File: src/rtl/knxfr_pkg.sv
// Shared types and constants for the bus frame receiver.
package knxfr_pkg;

    localparam int unsigned GAP_W        = 20;
    localparam int unsigned TIME_W       = 32;
    localparam int unsigned POS_W        = 5;
    localparam logic [GAP_W-1:0] GAP_RESET_US = 20'd1450;
    localparam logic [3:0]  LEN_NIBBLE_MASK   = 4'hF;
    localparam logic [POS_W-1:0] LEN_BASE     = 5'd8;
    localparam int unsigned HEADER_BYTES      = 6;
    localparam logic [7:0]  CHECK_ALL_ONES    = 8'hFF;

    typedef struct packed {
        logic [7:0]        rx_byte;
        logic [TIME_W-1:0] arrival_time_us;
    } in_word_t;

    typedef struct packed {
        logic [7:0]       frame_byte;
        logic [POS_W-1:0] byte_position;
        logic             checksum_ok;
        logic             last_of_frame;
    } out_word_t;

    // One finished frame waiting for emission.
    typedef struct packed {
        logic             bank;
        logic [POS_W-1:0] len;
        logic             ok;
    } frame_desc_t;

    // Back end hands a bank back to the front end.
    typedef struct packed {
        logic valid;
        logic bank;
    } bank_release_t;

    typedef enum logic {
        BK_IDLE,
        BK_RUN
    } back_state_t;

endpackage

File: src/rtl/knxfr_front.sv
// Front end: gap detection, byte assembly, length and check byte evaluation.
module knxfr_front
    import knxfr_pkg::*;
#(
    parameter int unsigned FRAME_MAX = 23,
    parameter int unsigned ADDR_W    = 6
) (
    input  logic                 aclk,
    input  logic                 aresetn,
    input  logic                 cfg_wr_en,
    input  logic [GAP_W-1:0]     cfg_wr_data,
    input  logic                 s_valid,
    output logic                 s_ready,
    input  in_word_t             s_data,
    output logic                 st_wr_en,
    output logic [ADDR_W-1:0]    st_wr_addr,
    output logic [7:0]           st_wr_data,
    output logic                 desc_push,
    output frame_desc_t          desc_data,
    input  bank_release_t        release_in
);

    localparam int unsigned CNT_W = $clog2(FRAME_MAX + 1);
    localparam int unsigned IDX_W = $clog2(FRAME_MAX);
    localparam int unsigned CMP_W = (CNT_W > POS_W) ? CNT_W : POS_W;

    logic [GAP_W-1:0]  gap_reg;
    logic [TIME_W-1:0] prev_time_reg;
    logic [CNT_W-1:0]  cnt_reg, cnt_next;
    logic [7:0]        xor_reg, xor_next;
    logic [3:0]        nib_reg, nib_next;
    logic              wr_bank_reg;
    logic [1:0]        busy_reg, busy_next;

    logic              accept;
    logic [TIME_W-1:0] elapsed;
    logic              gap_hit;
    logic [CNT_W-1:0]  cnt_base, cnt_inc;
    logic [7:0]        xor_base;
    logic              store;
    logic [POS_W-1:0]  frame_len;
    logic              complete;
    logic [IDX_W-1:0]  wr_idx;

    assign s_ready = !busy_reg[wr_bank_reg];
    assign accept  = s_valid && s_ready;

    always_comb begin
        elapsed   = s_data.arrival_time_us - prev_time_reg;
        gap_hit   = elapsed > {{(TIME_W-GAP_W){1'b0}}, gap_reg};
        cnt_base  = gap_hit ? '0 : cnt_reg;
        xor_base  = gap_hit ? 8'h00 : xor_reg;
        store     = cnt_base < CNT_W'(FRAME_MAX);
        cnt_inc   = cnt_base + CNT_W'(1);
        frame_len = LEN_BASE + {1'b0, nib_reg & LEN_NIBBLE_MASK};
        // length nibble is valid once byte 5 is in, and len >= 8 ensures that
        complete  = store && (CMP_W'(cnt_inc) == CMP_W'(frame_len));
        wr_idx    = cnt_base[IDX_W-1:0];

        cnt_next = cnt_reg;
        xor_next = xor_reg;
        nib_next = nib_reg;
        if (accept) begin
            cnt_next = store ? cnt_inc : cnt_base;
            xor_next = store ? (xor_base ^ s_data.rx_byte) : xor_base;
            if (store && cnt_base == CNT_W'(HEADER_BYTES - 1)) begin
                nib_next = s_data.rx_byte[3:0];
            end
        end

        busy_next = busy_reg;
        if (release_in.valid) begin
            busy_next[release_in.bank] = 1'b0;
        end
        if (accept && complete) begin
            busy_next[wr_bank_reg] = 1'b1;
        end
    end

    assign st_wr_en   = accept && store;
    assign st_wr_addr = wr_bank_reg ? ADDR_W'(FRAME_MAX) + ADDR_W'(wr_idx) : ADDR_W'(wr_idx);
    assign st_wr_data = s_data.rx_byte;

    assign desc_push      = accept && complete;
    assign desc_data.bank = wr_bank_reg;
    assign desc_data.len  = frame_len;
    // check byte must equal ~XOR of earlier bytes
    assign desc_data.ok   = (xor_base ^ s_data.rx_byte) == CHECK_ALL_ONES;

    always_ff @(posedge aclk) begin
        if (!aresetn) begin
            gap_reg       <= GAP_RESET_US;
            prev_time_reg <= '0;
            cnt_reg       <= '0;
            xor_reg       <= '0;
            nib_reg       <= '0;
            wr_bank_reg   <= 1'b0;
            busy_reg      <= '0;
        end else begin
            if (cfg_wr_en) begin
                gap_reg <= cfg_wr_data;
            end
            if (accept) begin
                prev_time_reg <= s_data.arrival_time_us;
            end
            if (accept && complete) begin
                wr_bank_reg <= !wr_bank_reg;
            end
            cnt_reg  <= cnt_next;
            xor_reg  <= xor_next;
            nib_reg  <= nib_next;
            busy_reg <= busy_next;
        end
    end

endmodule

File: src/rtl/knxfr_desc_fifo.sv
// Two-entry queue of finished frame descriptors between front and back end.
module knxfr_desc_fifo
    import knxfr_pkg::*;
(
    input  logic        aclk,
    input  logic        aresetn,
    input  logic        push,
    input  frame_desc_t push_data,
    input  logic        pop,
    output logic        pop_valid,
    output frame_desc_t pop_data
);

    frame_desc_t entry_reg [2];
    logic        wr_ptr_reg, rd_ptr_reg;
    logic [1:0]  count_reg, count_next;

    assign pop_valid = count_reg != 2'd0;
    assign pop_data  = entry_reg[rd_ptr_reg];

    always_comb begin
        count_next = count_reg;
        case ({push, pop && pop_valid})
            2'b10:   count_next = count_reg + 2'd1;
            2'b01:   count_next = count_reg - 2'd1;
            default: count_next = count_reg;
        endcase
    end

    always_ff @(posedge aclk) begin
        if (push) begin
            entry_reg[wr_ptr_reg] <= push_data;
        end
    end

    always_ff @(posedge aclk) begin
        if (!aresetn) begin
            wr_ptr_reg <= 1'b0;
            rd_ptr_reg <= 1'b0;
            count_reg  <= '0;
        end else begin
            if (push) begin
                wr_ptr_reg <= !wr_ptr_reg;
            end
            if (pop && pop_valid) begin
                rd_ptr_reg <= !rd_ptr_reg;
            end
            count_reg <= count_next;
        end
    end

endmodule

File: src/rtl/knxfr_back.sv
// Back end: two-bank frame store and the sequencer that emits a frame word by word.
module knxfr_back
    import knxfr_pkg::*;
#(
    parameter int unsigned FRAME_MAX = 23,
    parameter int unsigned ADDR_W    = 6
) (
    input  logic              aclk,
    input  logic              aresetn,
    input  logic              st_wr_en,
    input  logic [ADDR_W-1:0] st_wr_addr,
    input  logic [7:0]        st_wr_data,
    input  logic              desc_valid,
    input  frame_desc_t       desc_data,
    output logic              desc_pop,
    output bank_release_t     release_out,
    output logic              m_valid,
    input  logic              m_ready,
    output out_word_t         m_data
);

    localparam int unsigned IDX_W = $clog2(FRAME_MAX);

    logic [7:0]       store_mem [2*FRAME_MAX];
    logic [7:0]       rd_data_reg;

    back_state_t      state_reg, state_next;
    logic             bank_reg;
    logic [POS_W-1:0] len_reg;
    logic             ok_reg;
    logic [POS_W-1:0] pos_reg;

    logic             rd_v_reg;
    logic [POS_W-1:0] rd_pos_reg;
    logic             rd_last_reg;
    logic             rd_ok_reg;

    logic             m_valid_reg;
    out_word_t        m_data_reg;

    logic             out_free;
    logic             issue;
    logic             is_last;
    logic [IDX_W-1:0] rd_idx;
    logic [ADDR_W-1:0] rd_addr;

    assign out_free = !m_valid_reg || m_ready;
    assign is_last  = pos_reg == len_reg - POS_W'(1);
    assign rd_idx   = IDX_W'(pos_reg);
    assign rd_addr  = bank_reg ? ADDR_W'(FRAME_MAX) + ADDR_W'(rd_idx) : ADDR_W'(rd_idx);

    always_comb begin
        state_next = state_reg;
        desc_pop   = 1'b0;
        issue      = 1'b0;
        unique case (state_reg)
            BK_IDLE: begin
                if (desc_valid) begin
                    desc_pop   = 1'b1;
                    state_next = BK_RUN;
                end
            end
            BK_RUN: begin
                issue = !rd_v_reg || out_free;
                if (issue && is_last) begin
                    state_next = BK_IDLE;
                end
            end
            default: state_next = BK_IDLE;
        endcase
    end

    // bank is free once its last byte has been read out
    assign release_out.valid = issue && is_last;
    assign release_out.bank  = bank_reg;

    always_ff @(posedge aclk) begin
        if (st_wr_en) begin
            store_mem[st_wr_addr] <= st_wr_data;
        end
        if (issue) begin
            rd_data_reg <= store_mem[rd_addr];
        end
    end

    always_ff @(posedge aclk) begin
        if (desc_pop) begin
            bank_reg <= desc_data.bank;
            len_reg  <= desc_data.len;
            ok_reg   <= desc_data.ok;
        end
        if (issue) begin
            rd_pos_reg  <= pos_reg;
            rd_last_reg <= is_last;
            rd_ok_reg   <= ok_reg;
        end
        if (out_free) begin
            m_data_reg.frame_byte    <= rd_data_reg;
            m_data_reg.byte_position <= rd_pos_reg;
            m_data_reg.checksum_ok   <= rd_ok_reg;
            m_data_reg.last_of_frame <= rd_last_reg;
        end
    end

    always_ff @(posedge aclk) begin
        if (!aresetn) begin
            state_reg   <= BK_IDLE;
            pos_reg     <= '0;
            rd_v_reg    <= 1'b0;
            m_valid_reg <= 1'b0;
        end else begin
            state_reg <= state_next;
            if (desc_pop) begin
                pos_reg <= '0;
            end else if (issue) begin
                pos_reg <= pos_reg + POS_W'(1);
            end
            if (issue) begin
                rd_v_reg <= 1'b1;
            end else if (out_free) begin
                rd_v_reg <= 1'b0;
            end
            if (out_free) begin
                m_valid_reg <= rd_v_reg;
            end
        end
    end

    assign m_valid = m_valid_reg;
    assign m_data  = m_data_reg;

endmodule

File: src/rtl/knx_frame_receiver_unit.sv
// Top level of the bus frame receiver: front end, descriptor queue, back end.
//
//  channel | ports                        | word
//  --------+------------------------------+---------------------------------------
//  in      | s_valid / s_ready / s_data   | rx_byte, arrival_time_us
//  out     | m_valid / m_ready / m_data   | frame_byte, byte_position, checksum_ok,
//          |                              | last_of_frame
//  config  | cfg_wr_en / cfg_wr_data      | gap_limit_us, no wait
//
// An input word is taken while s_valid and s_ready are high. A finished frame of L bytes
// leaves at one word per cycle while m_ready is high, via descriptor pop, store read and output.
// Two store banks: s_ready drops only while the bank to be filled still holds a
// frame that has not been read out. Reset is synchronous; the store needs no clearing.
// Stalls on m_ready hold the read pipeline and do not block input until both banks fill.
module knx_frame_receiver_unit
    import knxfr_pkg::*;
#(
    parameter int unsigned FRAME_MAX = 23
) (
    input  logic             aclk,
    input  logic             aresetn,
    input  logic             cfg_wr_en,
    input  logic [GAP_W-1:0] cfg_wr_data,
    input  logic             s_valid,
    output logic             s_ready,
    input  in_word_t         s_data,
    output logic             m_valid,
    input  logic             m_ready,
    output out_word_t        m_data
);

    localparam int unsigned ADDR_W = $clog2(2 * FRAME_MAX);

    logic              st_wr_en;
    logic [ADDR_W-1:0] st_wr_addr;
    logic [7:0]        st_wr_data;
    logic              desc_push;
    frame_desc_t       desc_in;
    logic              desc_pop;
    logic              desc_valid;
    frame_desc_t       desc_out;
    bank_release_t     bank_release;

    knxfr_front #(
        .FRAME_MAX (FRAME_MAX),
        .ADDR_W    (ADDR_W)
    ) u_front (
        .aclk        (aclk),
        .aresetn     (aresetn),
        .cfg_wr_en   (cfg_wr_en),
        .cfg_wr_data (cfg_wr_data),
        .s_valid     (s_valid),
        .s_ready     (s_ready),
        .s_data      (s_data),
        .st_wr_en    (st_wr_en),
        .st_wr_addr  (st_wr_addr),
        .st_wr_data  (st_wr_data),
        .desc_push   (desc_push),
        .desc_data   (desc_in),
        .release_in  (bank_release)
    );

    knxfr_desc_fifo u_fifo (
        .aclk      (aclk),
        .aresetn   (aresetn),
        .push      (desc_push),
        .push_data (desc_in),
        .pop       (desc_pop),
        .pop_valid (desc_valid),
        .pop_data  (desc_out)
    );

    knxfr_back #(
        .FRAME_MAX (FRAME_MAX),
        .ADDR_W    (ADDR_W)
    ) u_back (
        .aclk        (aclk),
        .aresetn     (aresetn),
        .st_wr_en    (st_wr_en),
        .st_wr_addr  (st_wr_addr),
        .st_wr_data  (st_wr_data),
        .desc_valid  (desc_valid),
        .desc_data   (desc_out),
        .desc_pop    (desc_pop),
        .release_out (bank_release),
        .m_valid     (m_valid),
        .m_ready     (m_ready),
        .m_data      (m_data)
    );

endmodule

File: config.mk
export PLATFORM = sky130hd
export DESIGN_NAME = knx_frame_receiver_unit
export DESIGN_NICKNAME = d
export VERILOG_FILES = /design/src/rtl/knxfr_pkg.sv /design/src/rtl/knxfr_front.sv /design/src/rtl/knxfr_desc_fifo.sv /design/src/rtl/knxfr_back.sv /design/src/rtl/knx_frame_receiver_unit.sv
export SDC_FILE = /design/constraint.sdc
export NUM_CORES = 1
export LEC_CHECK = 0
export BUFFER_PORTS_ARGS = -buffer_cell sky130_fd_sc_hd__buf_2
export CAP_MARGIN = 0
export CORE_AREA = 2 2 166 290
export CTS_BUF_LIST = sky130_fd_sc_hd__clkbuf_8
export CTS_CLUSTER_SIZE = 16
export DETAILED_ROUTE_END_ITERATION = 12
export DIE_AREA = 0 0 168 292
export PLACE_DENSITY = 0.71
export SKIP_CTS_REPAIR_TIMING = 1
export SYNTH_ARGS = -nofsm -noshare
export SYNTH_HDL_FRONTEND = slang
export SYNTH_SLANG_ARGS = --single-unit
File: constraint.sdc
create_clock -name aclk -period 10.1 [get_ports aclk]
set_clock_uncertainty 0.05 [all_clocks]
set_input_delay 0 -clock aclk [delete_from_list [all_inputs] [get_ports aclk]]
set_output_delay 0 -clock aclk [all_outputs]
set_load 0.03 [all_outputs]
# --- Yosys cells after proc, flatten, opt, wreduce, memory -nomap -nowiden ---
# Memories as Yosys holds them, arrays and structs flattened. A register that Yosys moved wholly into a read port is not among the register bits.
# Index checks and enable logic that the tools add are counted.
# W data, S select, Z words.
op_classes:
  mul: 0
  muxes: 26
  n_shift: 0
  addsub: 9
  n_reduce_logical: 23
  order_cmp: 6
  eq_ne: 6
  bitwise_logic: 6
  n_div: 0
ops:
  columns: ["cell", "n"]
  rows:
  - ["$gt A32 B20 Y1", 1]
  - ["$sub A32 B32 Y32", 1]
  - ["$mux W8", 2]
  - ["$mux W1", 14]
  - ["$add A5 B5 Y6 const A", 2]
  - ["$mux W6", 2]
  - ["$add A5 B1 Y5 const B", 2]
  - ["$eq A5 B5 Y1", 2]
  - ["$logic_and A1 B1 Y1", 10]
  - ["$mux W5", 2]
  - ["$eq A8 B8 Y1 const B", 1]
  - ["$xor A8 B8 Y8", 1]
  - ["$logic_not A1 Y1", 6]
  - ["$reduce_bool A2 Y1", 3]
  - ["$add A4 B4 Y5 const A", 1]
  - ["$eq A5 B3 Y1 const B", 1]
  - ["$lt A5 B5 Y1 const B", 1]
  - ["$sub A5 B1 Y5 const B", 1]
  - ["$lt A1 B2 Y1 const B", 2]
  - ["$mux W2", 2]
  - ["$pmux W2 S2", 1]
  - ["$add A2 B1 Y2 const B", 1]
  - ["$and A2 B2 Y2", 1]
  - ["$demux W1 S1", 2]
  - ["11 further kinds", 14]
totals:
  register_bits: 106
  ramBits: 382
  in_bits: 65
  n_memories: 2
  romBits: 0
  latchBits: 0
mem_list:
  columns: ["name", "words", "width", "read_ports", "rd_ports_with_merged_regs", "write_ports", "line", "text"]
  rows:
  - ["u_back.store_mem", 46, 8, 1, 1, 1, "knxfr_back.sv:24", "logic [7:0] store_mem [2*FRAME_MAX];"]
  - ["u_fifo.entry_reg", 2, 7, 1, 1, 1, "knxfr_desc_fifo.sv:14", "frame_desc_t entry_reg [2];"]

# --- Longest topological paths before layout ---
# Gate-level depths: netlist of the first run.
logic_depth:
  ltp_word: 9
  depth_mapped: 36

# --- By module ---
# A second synthesis of the first run with hierarchy kept.
hier_totals:
  hier_cells: 2081
  area_unflattened_um2: 25514.5
by_module_without_submodules:
  columns: ["mod", "area_per_inst_um2", "n_inst", "cells_each"]
  rows:
  - ["knxfr_back", 18995.7, 1, 1254]
  - ["knxfr_front", 5796.8, 1, 783]
  - ["knxfr_desc_fifo", 721.9, 1, 44]

# --- Least setup slack after synthesis of the first run ---
# No wires, ideal clock.
synth_path:
  path_kind: "reg-to-reg"
  from: "reg u_front.prev_time_reg[0]"
  to: "mem u_back.store_mem[11][0] (enable)"
  setup_slack_ns: 3.148
  path_buffers: 2
  setup_time_ns: 0.386
  stages_incl_launch_ff: 29
  period_less_slack_ns: 6.952
  t_arrival_ns: 6.515
  path_cell_list: "dfxtp_1 -> ha_1 -> inv_1 -> fa_1 -> a211oi_1 -> o21ai_0 -> a31oi_1 -> nor3_1 -> o21ai_0 -> nand2b_1 -> a21oi_1 -> o21ai_0 -> xor2_1 -> ha_1 -> nand2_1 -> o21ai_0 -> a2111oi_0 -> o221ai_1 -> a21oi_1 -> o211ai_1 -> nor4_2 -> nor4b_4 -> buf_4 -> nand2_1 -> ha_1 -> or3_1 -> mux2_2 -> buf_2 -> a211oi_1"
synth_via:
  elab_chain_cells: 7
  elab_cells_between_ends: 9
  cone_classes: "add/sub (2); order compare (2); mux (4); reduce/logical (1)"
synth_rtl:
  columns: ["element", "line", "text"]
  rows:
  - ["start, declared", "knxfr_front.sv:28", "logic [TIME_W-1:0] prev_time_reg;"]
  - ["start signal, assigned", "knxfr_front.sv:104", "prev_time_reg <= s_data.arrival_time_us;"]
  - ["$sub A32 B32 Y32 *", "knxfr_front.sv:49", "elapsed = s_data.arrival_time_us - prev_time_reg;"]
  - ["$gt A32 B20 Y1 *", "knxfr_front.sv:50", "gap_hit = elapsed > {{(TIME_W-GAP_W){1'b0}}, gap_reg};"]
  - ["$mux W5 *", "knxfr_front.sv:51", "cnt_base = gap_hit ? '0 : cnt_reg;"]
  - ["$lt A5 B5 Y1", "knxfr_front.sv:53", "store = cnt_base < CNT_W'(FRAME_MAX);"]
  - ["$logic_and A1 B1 Y1", "knxfr_front.sv:80", "assign st_wr_en = accept && store;"]
  - ["$mux W1", "knxfr_back.sv:78", "if (st_wr_en) begin"]
  - ["$mux W1 (implied by the code)", "knxfr_back.sv:79", "store_mem[st_wr_addr] <= st_wr_data;"]
  - ["end, declared", "knxfr_back.sv:24", null]
# Mark *: on every way between the ends. The rest lies on a longest branch, timed or not.

# --- Worst setup path in the final report of the first run ---
layout_path:
  from: "reg u_front.prev_time_reg[0]"
  to: "mem u_back.store_mem[7][3] (enable)"
# Same word-level chain as after synthesis.

==> results of run 1 <==
layout by cell type (no fill, tap or decap), types with 9 or more instances in the layout:
| cell | synthesis | routed |
|---|---|---|
| and2_1 | 11 | 10 |
| mux2i_1 | 29 | 28 |
| mux2_2 | 16 | 16 |
| clkinv_2 | 0 | 14 |
| nand3_1 | 23 | 23 |
| a211oi_1 | 39 | 37 |
| buf_4 | 3 | 25 |
| xnor2_1 | 25 | 24 |
| dlygate4sd3_1 | 0 | 79 |
| clkbuf_8 | 0 | 77 |
| a21o_1 | 10 | 10 |
| nor4_1 | 10 | 10 |
| a21oi_1 | 125 | 124 |
| nand4_1 | 17 | 17 |
| inv_1 | 72 | 82 |
| a221oi_1 | 9 | 9 |
| nand2_1 | 131 | 130 |
| nor3_1 | 20 | 20 |
| xor2_1 | 26 | 24 |
| buf_2 | 10 | 82 |
| edfxtp_1 | 419 | 419 |
| o21a_1 | 13 | 13 |
| nor2b_1 | 12 | 12 |
| ha_1 | 58 | 58 |
| nor2_1 | 110 | 110 |
| clkinv_1 | 0 | 14 |
| and3_1 | 18 | 18 |
| dfxtp_1 | 84 | 84 |
| mux4_2 | 112 | 112 |
| o21ai_0 | 39 | 39 |
| o211ai_1 | 24 | 24 |
cells by family (layout without fill, tap and decap cells):
| group | after synthesis | count (layout) | synth area share [%] |
|---|---|---|---|
| buf+inv | 159 | 391 | 2.801 |
| flops | 503 | 503 | 61.89 |
| fa+ha+maj | 59 | 59 | 3.236 |
| simple gates | 391 | 391 | 8.344 |
| other cells | 0 | 1 | 0 |
| xor+xnor | 52 | 52 | 2.009 |
| mux | 157 | 157 | 12.99 |
| compound gates | 312 | 312 | 8.735 |
layer usage:
metal / vias to the layer above / global-route usage [%]
met5: - / 0
met4: 0 / 15.10
met3: 173 / 3.551
met2: 568 / 45.30
met1: 7323 / 23.93
li1: 6672 / -
worst min-delay path by stage:
stage	to	depth (start not counted)
3_3_place_gp	u_front.gap_reg[3]$_SDFFE_PN1P_	3
4_1_cts	u_front.gap_reg[8]$_SDFFE_PN1P_	3
2_1_floorplan	u_back.store_mem[0][0]$_DFFE_PP_	0
5_1_grt	u_front.gap_reg[19]$_SDFFE_PN0P_	3
6_report	u_front.gap_reg[9]$_SDFFE_PN0P_	3
3_5_place_dp	u_front.gap_reg[10]$_SDFFE_PN1P_	3
metrics by stage:
| stage | cell area (um2) | utilization (%) | worst slack, ns | instances |
|---|---|---|---|---|
| 2_1_floorplan | 23050 | - | 3.148 | 1633 |
| 3_3_place_gp | 24060 | 51.59 | 2.061 | 2241 |
| 3_5_place_dp | 24060 | 51.59 | 1.776 | 2241 |
| 4_1_cts | 25550 | 54.79 | 1.757 | 2373 |
| 5_1_grt | 26360 | 56.52 | 1.157 | 2454 |
| 6_report | 26360 | 56.52 | 1.680 | 2454 |
cell type report:
class	instances	area (um2)	share of cell area [%]
antenna	1	2.502	0.009493
clock buffer	77	1060	4.020
clock inverter	55	431.7	1.638
inverter	73	274.0	1.039
multi-input combinational	971	8204	31.12
sequential	503	14260	54.11
tap	588	735.7	2.791
timing repair buffer	186	1389	5.269
power breakdown:
group	switching, mW	internal (mW)
logic	0.236	0.134
registers	0.0101	2.26
clock network	0.789	0.874
total	1.04	3.26
worst max-delay path: stages, from the launching register on:
cell and delay (ns):
dfxtp_1 0.33, ha_1 0.15, inv_1 0.05, fa_1 0.42, a211oi_1 0.40, o21ai_0 0.26, a31oi_1 0.47, nor3_1 0.15
o21ai_0 0.18, nand2b_1 0.08, a21oi_1 0.21, o21ai_0 0.12, xor2_1 0.17, ha_1 0.28, nand2_1 0.07, o21ai_0 0.10
a2111oi_0 0.41, o221ai_1 0.21, a21oi_1 0.38, o211ai_1 0.17, nor4_2 0.38, nor4b_4 0.25, buf_4 0.27, nand2_1 0.13
ha_1 0.44, or3_1 0.37, mux2_2 0.46, a211oi_1 1.07
==> results.md, run 1 <==
- Final hold violation count: 8
- Asr flop ratio synth: 0%
- Fillers: 3553
- Failing checks: negative hold slack
- Die Wd: 168 um
- Clock buffer depth: 3
- Top post-synthesis cells by count: edfxtp_1, nand2_1, a21oi_1
- Internal reg-to-reg setup slack: 1.68 ns
- Met2 Wirelength: 32330 um
- I/O Buffers: 81
- Vias: 14736
- #FFs+latches synth: 503
- Critical Path Sink: u_back.store_mem[7][3]$_DFFE_PP_
- Top layer in use: met4
- Post-Route WL: 58230 um
- Period utilization: 83.37%
- Slew HR: between 10% and 20%
- Clk sink count: 503
- Initial Utilization: 49.42%
- Post-route ant nets: 0
- DR vias/cell: 6.005
- Fin Setup TNS: 0 ns
- Synth Net Count: ~1800
- Routed len/inst: 23.73 um
- Initial DRC count: 950
- Status: finished, violations left
- Final Max Slew Viols: 0
- Vias in the first global route: 14965
- Most common cell in the netlist: edfxtp_1
- HPWL after DPL: just under 40000 um
- Hold WC Path Type: in2reg
- Reg2reg end: u_back.store_mem[7][3]$_DFFE_PP_
- Max reg flops: around 370
- Total of max-cap violations: 0
- Crit Path Category: reg2reg
- Reg2Reg Launch Point: u_front.prev_time_reg[0]$_SDFFE_PN0P_
- IO Count: 82
- Layout Nets: 1932
- RSZ-0062 raised after global routing: false
- DR WL met3: 2876 um
- Global-route wire length before repair: 87330 um
- Post-synth top area cell: edfxtp_1
- DRT Pass-1 Iters: 5
- FP Rows: around 110
- Core ar.: roughly 47000 um2
- Sequential share of the synthesized area: between 60% and 70%
- Slew at the pin closest to its max-slew limit: 1.328 ns
- Min Tclk post-route: 8.420 ns
- IR drop worst, VDD: between 0.1 and 0.15 mV
- Register clock-pin slew on the reported worst setup and hold paths: approximately 0.06 ns
- Hold_ws: -0.01868 ns
- Pin count of the biggest net entering global routing: 67
- Worst setup SP type: flip-flop
- Die area: 49060 um2
- Main synth FF type: edfxtp_1
- Root buffer cell: clkbuf_8
- Netlist cell types: 82
- Area growth syn-to-layout: 14.38%
- F_max: 0.1188 GHz
- H-tree depth: 3
- Kind of end point of the critical path: flip-flop
- Share of cells above drive strength 1: 20.00%
- CP arrival: 8.60 ns
- Leakage: 8.934 nW
- Post-synth top area share: 54.59%
- CP Max Fanout: 15
- Clk_lat worst skew: ~0.63 ns
- Worst Path Required: between 10 and 15 ns
- GR Overflow Total: 0
- Final setup fails: 0
- CTS tree: built
- Setup crit start: u_front.prev_time_reg[0]$_SDFFE_PN0P_
- Antenna violations before repair: 1
- Die Height: 292 um
- Total power: 4.300 mW
- Cts bufs inserted: 73
- Mapped Cells: 1633
- DR DRC count: 0
- M1 WL: between 15000 and 20000 um
- Syn_area_per_cell: 14.11 um2
- Global Route Usage Sum: about a quarter
- Cell Pwr Density: 163.1 nW/um2
- R2R cell count: 27
- Synth top area cells: edfxtp_1, mux4_2, dfxtp_1, ha_1, a21oi_1
- Hold Path Origin: cfg_wr_en
- GP Congestion: 1.016
- Yosys warning total: 0
- Post-Syn Area: 23050 um2
- Number of flops mapped to enable cells by yosys: 419
(Power assumes the default switching activity.)
==> run 2, diff against run 1 <==
--- a/config.mk
+++ b/config.mk
@@ -12,7 +12,7 @@
 export CTS_CLUSTER_SIZE = 16
 export DETAILED_ROUTE_END_ITERATION = 12
 export DIE_AREA = 0 0 168 292
-export PLACE_DENSITY = 0.71
+export PLACE_DENSITY = 0.73
 export SKIP_CTS_REPAIR_TIMING = 1
 export SYNTH_ARGS = -nofsm -noshare
 export SYNTH_HDL_FRONTEND = slang
==> constraint.sdc (replaced) <==
create_clock -name aclk -period 7.7 [get_ports aclk]
set_clock_uncertainty 0.05 [all_clocks]
set_input_delay 0 -clock aclk [delete_from_list [all_inputs] [get_ports aclk]]
set_output_delay 0 -clock aclk [all_outputs]
set_load 0.03 [all_outputs]
==> run 2 against run 1 <==
The run still ends with negative hold slack left. Setup slack got worse by 1.1 ns. Sequential share of layout area decreased by 0.66 points. Via count decreased by 0.57%. Die area unchanged. Register-to-register slack got worse by 1.1 ns. Utilization increased by 0.70 points. Cell count increased by 1.9%. Wire length decreased by 3.4%. Critical endpoint is now u_fifo.count_reg[1]$_SDFFE_PN0P_. First-iteration DRC count decreased by 8.7%. Critical path depth increased by 8.
==> results.md, run 2 (synthesis gave the netlist of run 1 again) <==
- Final hold violation count: 1
- Vias: ~15000
- Failing checks: negative hold slack
- Cell Pwr Density: ~210 nW/um2
- Flop pwr share: 54.0%
- Final setup fails: 0
- F_max: 0.1411 GHz
- Vias in the first global route: 14700
- Commonest non-fill, non-tap cell in the layout: edfxtp_1
- CTS tree: built
- Internal reg-to-reg setup slack: 0.61 ns
- Area after DPL: 24410 um2
- Area growth syn-to-layout: 15.79%
- Crit-path leading delay family: compound AO/OA/AOI/OAI gates
- IR drop worst, VDD: 0.1151 mV
- Switch share: around a quarter
- Crit Path Category: reg2reg
- Worst path slowest cell: fa_1
- CP arrival: 7.58 ns
- Fillers: 3605
- Final Max Slew Viols: 0
- I/O Buffers: 81
- Global Route Usage Sum: between 20% and 30%
- Register clock-pin slew on the reported worst setup and hold paths: 0.06 ns
- Die Wd: 168 um
- Period utilization: between 90% and 100%
- Post-Route WL: 56270 um
- Clk sink count: between 500 and 600
- Clock buffer depth: 3
- Layout Nets: 1980
- Max reg flops: 368
- CP peak stage delay: 0.44 ns
- Initial Utilization: 49.42%
- HPWL after DPL: 38630 um
- DR vias/cell: 5.861
- Final instance area: 26690 um2
- CP bufs+invs: 4
- Leakage: about 9.2 nW
- Post-route ant nets: 0
- Worst setup SP type: flip-flop
- Slew HR: 32.16%
- Worst path most repeated cell: o21ai_0
- Total of max-cap violations: 0
- IO Count: just over 80
- Status: finished, violations left
- Share of cells above drive strength 1: 21.47%
- Area of all sequential standard cells: 14260 um2
- Multi-input logic area: 8219 um2
- H-tree depth: 3
- Hold WC Path Type: in2reg
- DRT Pass-1 Iters: 5
- CP Max Fanout: 5
- Routed len/inst: between 20 and 25 um
- Global-route wire length before repair: 84440 um
- Comb power frac: 9.1%
- Total power: 5.507 mW
- GR Overflow Total: 0
- Worst setup margin: between 0.6 and 0.7 ns
- Kind of end point of the critical path: flip-flop
- Root buffer cell: clkbuf_8
- Worst Path Required: 8.19 ns
- RSZ-0062 raised after global routing: true
- Sw Pwr: 1.305 mW
- GP Congestion: 0.9753
- Clk_lat worst skew: between 0.6 and 0.7 ns
- FP Rows: 105
- Die Height: about 290 um
- Worst slack, placed: roughly 0.38 ns
- Fin Setup TNS: 0 ns
- Pin count of the biggest net entering global routing: 97
- Antenna violations before repair: 2
- DR DRC count: 0
- Hold_ws: -0.01728 ns
- Die area: 49060 um2
- Initial DRC count: roughly 870
- Slew at the pin closest to its max-slew limit: 1.018 ns
- Core ar.: 46640 um2
- Clock power frac: 37.0%
- Leading cell types in the layout, fill and taps excluded: edfxtp_1, nand2_1, a21oi_1
- Cts bufs inserted: 70
- Min Tclk post-route: 7.088 ns
- Internal Pwr Total: 4.201 mW
-- run 2: cell count changes in the layout (fill, tap and decap cells not counted), moves of 3 or more --
cell / delta
buf_4: +45
inv_1: +11
bufinv_16: -3
clkinv_2: -6
clkinv_1: -6
clkbuf_8: +3
clkinv_4: -4
dlygate4sd3_1: +6
-- run 2: layer usage --
metal  wire [um]  up-vias  track usage (%)
met5           0        -                0
met4        3857        0            14.87
met3        2450      178            3.429
met2       31240      481            43.46
met1       18730     7239            22.85
li1            -     6754                -
-- run 2: layout make-up --
type | count | area share, %
sequential | 503 | 53.45
multi-input combinational | 971 | 30.80
timing repair buffer | 237 | 6.751
clock buffer | 80 | 4.126
tap | 588 | 2.757
clock inverter | 46 | 1.074
inverter | 73 | 1.027
antenna | 2 | 0.01875
-- run 2: power groups by stage --
stage	registers, mW	logic, mW	clock network [mW]
after floorplan	3.03	0.280	0
after global placement	3.03	0.437	0
after detailed placement	3.03	0.447	0
after CTS	2.97	0.449	2.08
after global routing	2.97	0.546	2.19
final	2.97	0.499	2.04
-- run 2: path summary, 6_finish.rpt --
check | cells past startpoint | endpoint | startpoint
min reg2reg | 0 | u_back.m_data[8]$_DFFE_PP_ | u_back.rd_data_reg[1]$_DFFE_PP_
max | 35 | u_fifo.count_reg[1]$_SDFFE_PN0P_ | u_front.prev_time_reg[0]$_SDFFE_PN0P_
max reg2reg | 35 | u_fifo.count_reg[1]$_SDFFE_PN0P_ | u_front.prev_time_reg[0]$_SDFFE_PN0P_
min | 3 | u_front.gap_reg[0]$_SDFFE_PN0P_ | cfg_wr_en
-- run 2: through the flow --
step	utilization, %	hold slack, ns	instances
2_1_floorplan	-	0.04887	1633
3_3_place_gp	52.33	0.1820	2286
3_5_place_dp	52.33	0.1870	2286
4_1_cts	55.31	-0.4713	2412
5_1_grt	57.22	0.04178	2500
6_report	57.22	-0.01728	2500
-- run 2: tightest hold or removal path, delay by kind of cell --
kind	cells	cell delay [ns]
buffers and inverters	1	0.29
AND/OR/NAND/NOR	1	0.06
multiplexers	1	0.22
==> run 3, diff against run 2 <==
--- a/config.mk
+++ b/config.mk
@@ -12,7 +12,8 @@
 export CTS_CLUSTER_SIZE = 16
 export DETAILED_ROUTE_END_ITERATION = 12
 export DIE_AREA = 0 0 168 292
-export PLACE_DENSITY = 0.73
+export MAX_ROUTING_LAYER = met4
+export PLACE_DENSITY = 0.68
 export SKIP_CTS_REPAIR_TIMING = 1
 export SYNTH_ARGS = -nofsm -noshare
 export SYNTH_HDL_FRONTEND = slang
==> run 3 against run 2 <==
The run still ends with negative hold slack left. Non-clock buffer count grew 3. Register-to-register slack gained 0.05 ns. Die area did not move. Via count increased by 0.20%. Setup slack improved by 0.046 ns. Highest routed layer unchanged. Flip-flop and latch count is the same. Cell area grew 0.30%. Fmax up 0.66%. Clock power is 5% higher. Clock-buffer cell count down 1.
==> results.md, run 3 (synthesis gave the netlist of run 1 again) <==
- FP Rows: 105
- CP Max Fanout: 5
- Register clock-pin slew on the reported worst setup and hold paths: roughly 0.070 ns
- Post-route ant nets: 0
- Global Route Usage Sum: about a quarter
- Layout Nets: just under 2000
- GR Overflow Total: 0
- Root buffer cell: clkbuf_8
- Final Max Slew Viols: 0
- H-tree depth: 3
- Slew at the pin closest to its max-slew limit: 1.026 ns
- Hold Path Origin: cfg_wr_en
- Kind of end point of the critical path: flip-flop
- Hold path depth: 3
- CTS tree: built
- GRT met3 Usage: 3.619%
- Clk sink count: 503
- Final setup fails: 0
- Die Height: 292 um
- R2R cell count: 33
- Cts bufs inserted: 72
- Leading cell types in the layout, fill and taps excluded: edfxtp_1, nand2_1, a21oi_1
- Initial DRC count: 866
- Routed len/inst: 22.77 um
- Slew HR: 31.00%
- Internal reg-to-reg setup slack: 0.66 ns
- CP arrival: 7.54 ns
- Total of max-cap violations: 0
- I/O Buffers: ~80
- Reg2reg end: u_fifo.count_reg[1]$_SDFFE_PN0P_
- Core ar.: 46640 um2
- RSZ-0062 raised after global routing: false
- Setup crit start: u_front.prev_time_reg[0]$_SDFFE_PN0P_
- DR vias/cell: 5.856
- Endpoint, Worst Hold: u_front.gap_reg[9]$_SDFFE_PN0P_
- Crit Path Category: reg2reg
- Leakage: 9.224 nW
- Die area: around 49000 um2
- Top Usage Layer GRT: met2
- Initial Utilization: 49.42%
- Clk_lat worst skew: 0.63 ns
- Share of cells above drive strength 1: 21.74%
- GP Congestion: 0.9613
- Worst setup SP type: flip-flop
- Die Wd: 168 um
- Post-Route WL: 57090 um
- Vias in the first global route: roughly 15000
- Fin Setup TNS: 0 ns
- Min Tclk post-route: 7.041 ns
- Failing checks: negative hold slack
- Status: finished, violations left
- Global-route wire length before repair: 85960 um
- Antenna violations before repair: 1
- Pin count of the biggest net entering global routing: 97
- Clock buffer depth: 3
- Worst path slowest cell: fa_1
- Area after DPL: 24440 um2
- DRT Pass-1 Iters: 5
- F_max: 0.1420 GHz
- Max reg flops: 368
- Worst Path Required: about 8.2 ns
- Period utilization: 91.45%
- Final instance area: ~27000 um2
- CP peak stage delay: 0.43 ns
- IR drop worst, VDD: 0.1613 mV
- DR DRC count: 0
- IO Count: 82
- Worst path most repeated cell: o21ai_0
- Commonest non-fill, non-tap cell in the layout: edfxtp_1
- Reg2Reg Launch Point: u_front.prev_time_reg[0]$_SDFFE_PN0P_
- Fillers: 3644
- Final hold violation count: 1
- Met1 usage: 22.73%
- HPWL after DPL: 39490 um
- Hold WC Path Type: in2reg
- Hold_ws: -0.005992 ns
- Cell Pwr Density: 209.7 nW/um2
- Area growth syn-to-layout: 16.14%
- Met2 Usage GRT: 44.32%
- Vias: 14682
## run 3: cell count changes in the layout (fill, tap and decap cells not counted), moves of 2 or more
cell           delta
buf_4             +6
clkinv_1          +5
dlygate4sd3_1     -3
inv_1             -3
bufinv_16         +2
inv_8             +2
## run 3: worst max-delay path by stage
stage	endpoint	slack [ns]	cells past startpoint
floorplan	u_back.store_mem[11][0]$_DFFE_PP_	0.75	28
global placement	u_fifo.count_reg[1]$_SDFFE_PN0P_	0.17	33
detailed placement	u_fifo.count_reg[1]$_SDFFE_PN0P_	0.1	33
CTS	u_fifo.count_reg[1]$_SDFFE_PN0P_	0.02	33
global route	u_fifo.count_reg[1]$_SDFFE_PN0P_	0.03	34
finish	u_fifo.count_reg[1]$_SDFFE_PN0P_	0.66	33
## run 3: area by class of cell
cell class | instances | area (um2) | share of cell area, %
sequential | 503 | 14260 | 53.29
tap | 588 | 735.7 | 2.749
clock buffer | 79 | 1087 | 4.062
antenna | 1 | 2.502 | 0.009349
multi-input combinational | 971 | 8209 | 30.67
timing repair buffer | 240 | 1817 | 6.787
clock inverter | 52 | 377.9 | 1.412
inverter | 73 | 274.0 | 1.024
## run 3: power by group
group | internal (mW) | switching [mW]
registers | 2.96 | 0.0132
logic | 0.185 | 0.307
clock network | 1.13 | 1.02
## run 3: layer usage
layer | part of all wire, % | up-vias | wire length, um
met5 | 0 | - | 0
met4 | 7.4 | 0 | 4222
met3 | 4.2 | 185 | 2397
met2 | 56 | 480 | 31810
met1 | 33 | 7250 | 18660
li1 | - | 6767 | -
## run 3: stage by stage
step | util [%] | power, mW | setup WS, ns | hold slack, ns | std cells
finish | 57.39 | 5.613 | 0.6586 | -0.005992 | 2507
global placement | 52.41 | 3.467 | 0.1708 | 0.1690 | 2291
CTS | 55.55 | 5.623 | 0.01877 | -0.5050 | 2422
floorplan | - | 3.307 | 0.7485 | 0.04887 | 1633
global route | 57.39 | 5.818 | 0.02737 | 0.01361 | 2507
detailed placement | 52.41 | 3.476 | 0.09638 | 0.1794 | 2291
## run 3: critical path, delay by kind of cell, from the launching register on
kind	cells	cell delay (ns)
simple gates	11	2.10
xor+xnor	2	0.38
flops	1	0.33
compound gates	13	2.49
fa+ha+maj	5	1.47
buf+inv	2	0.15
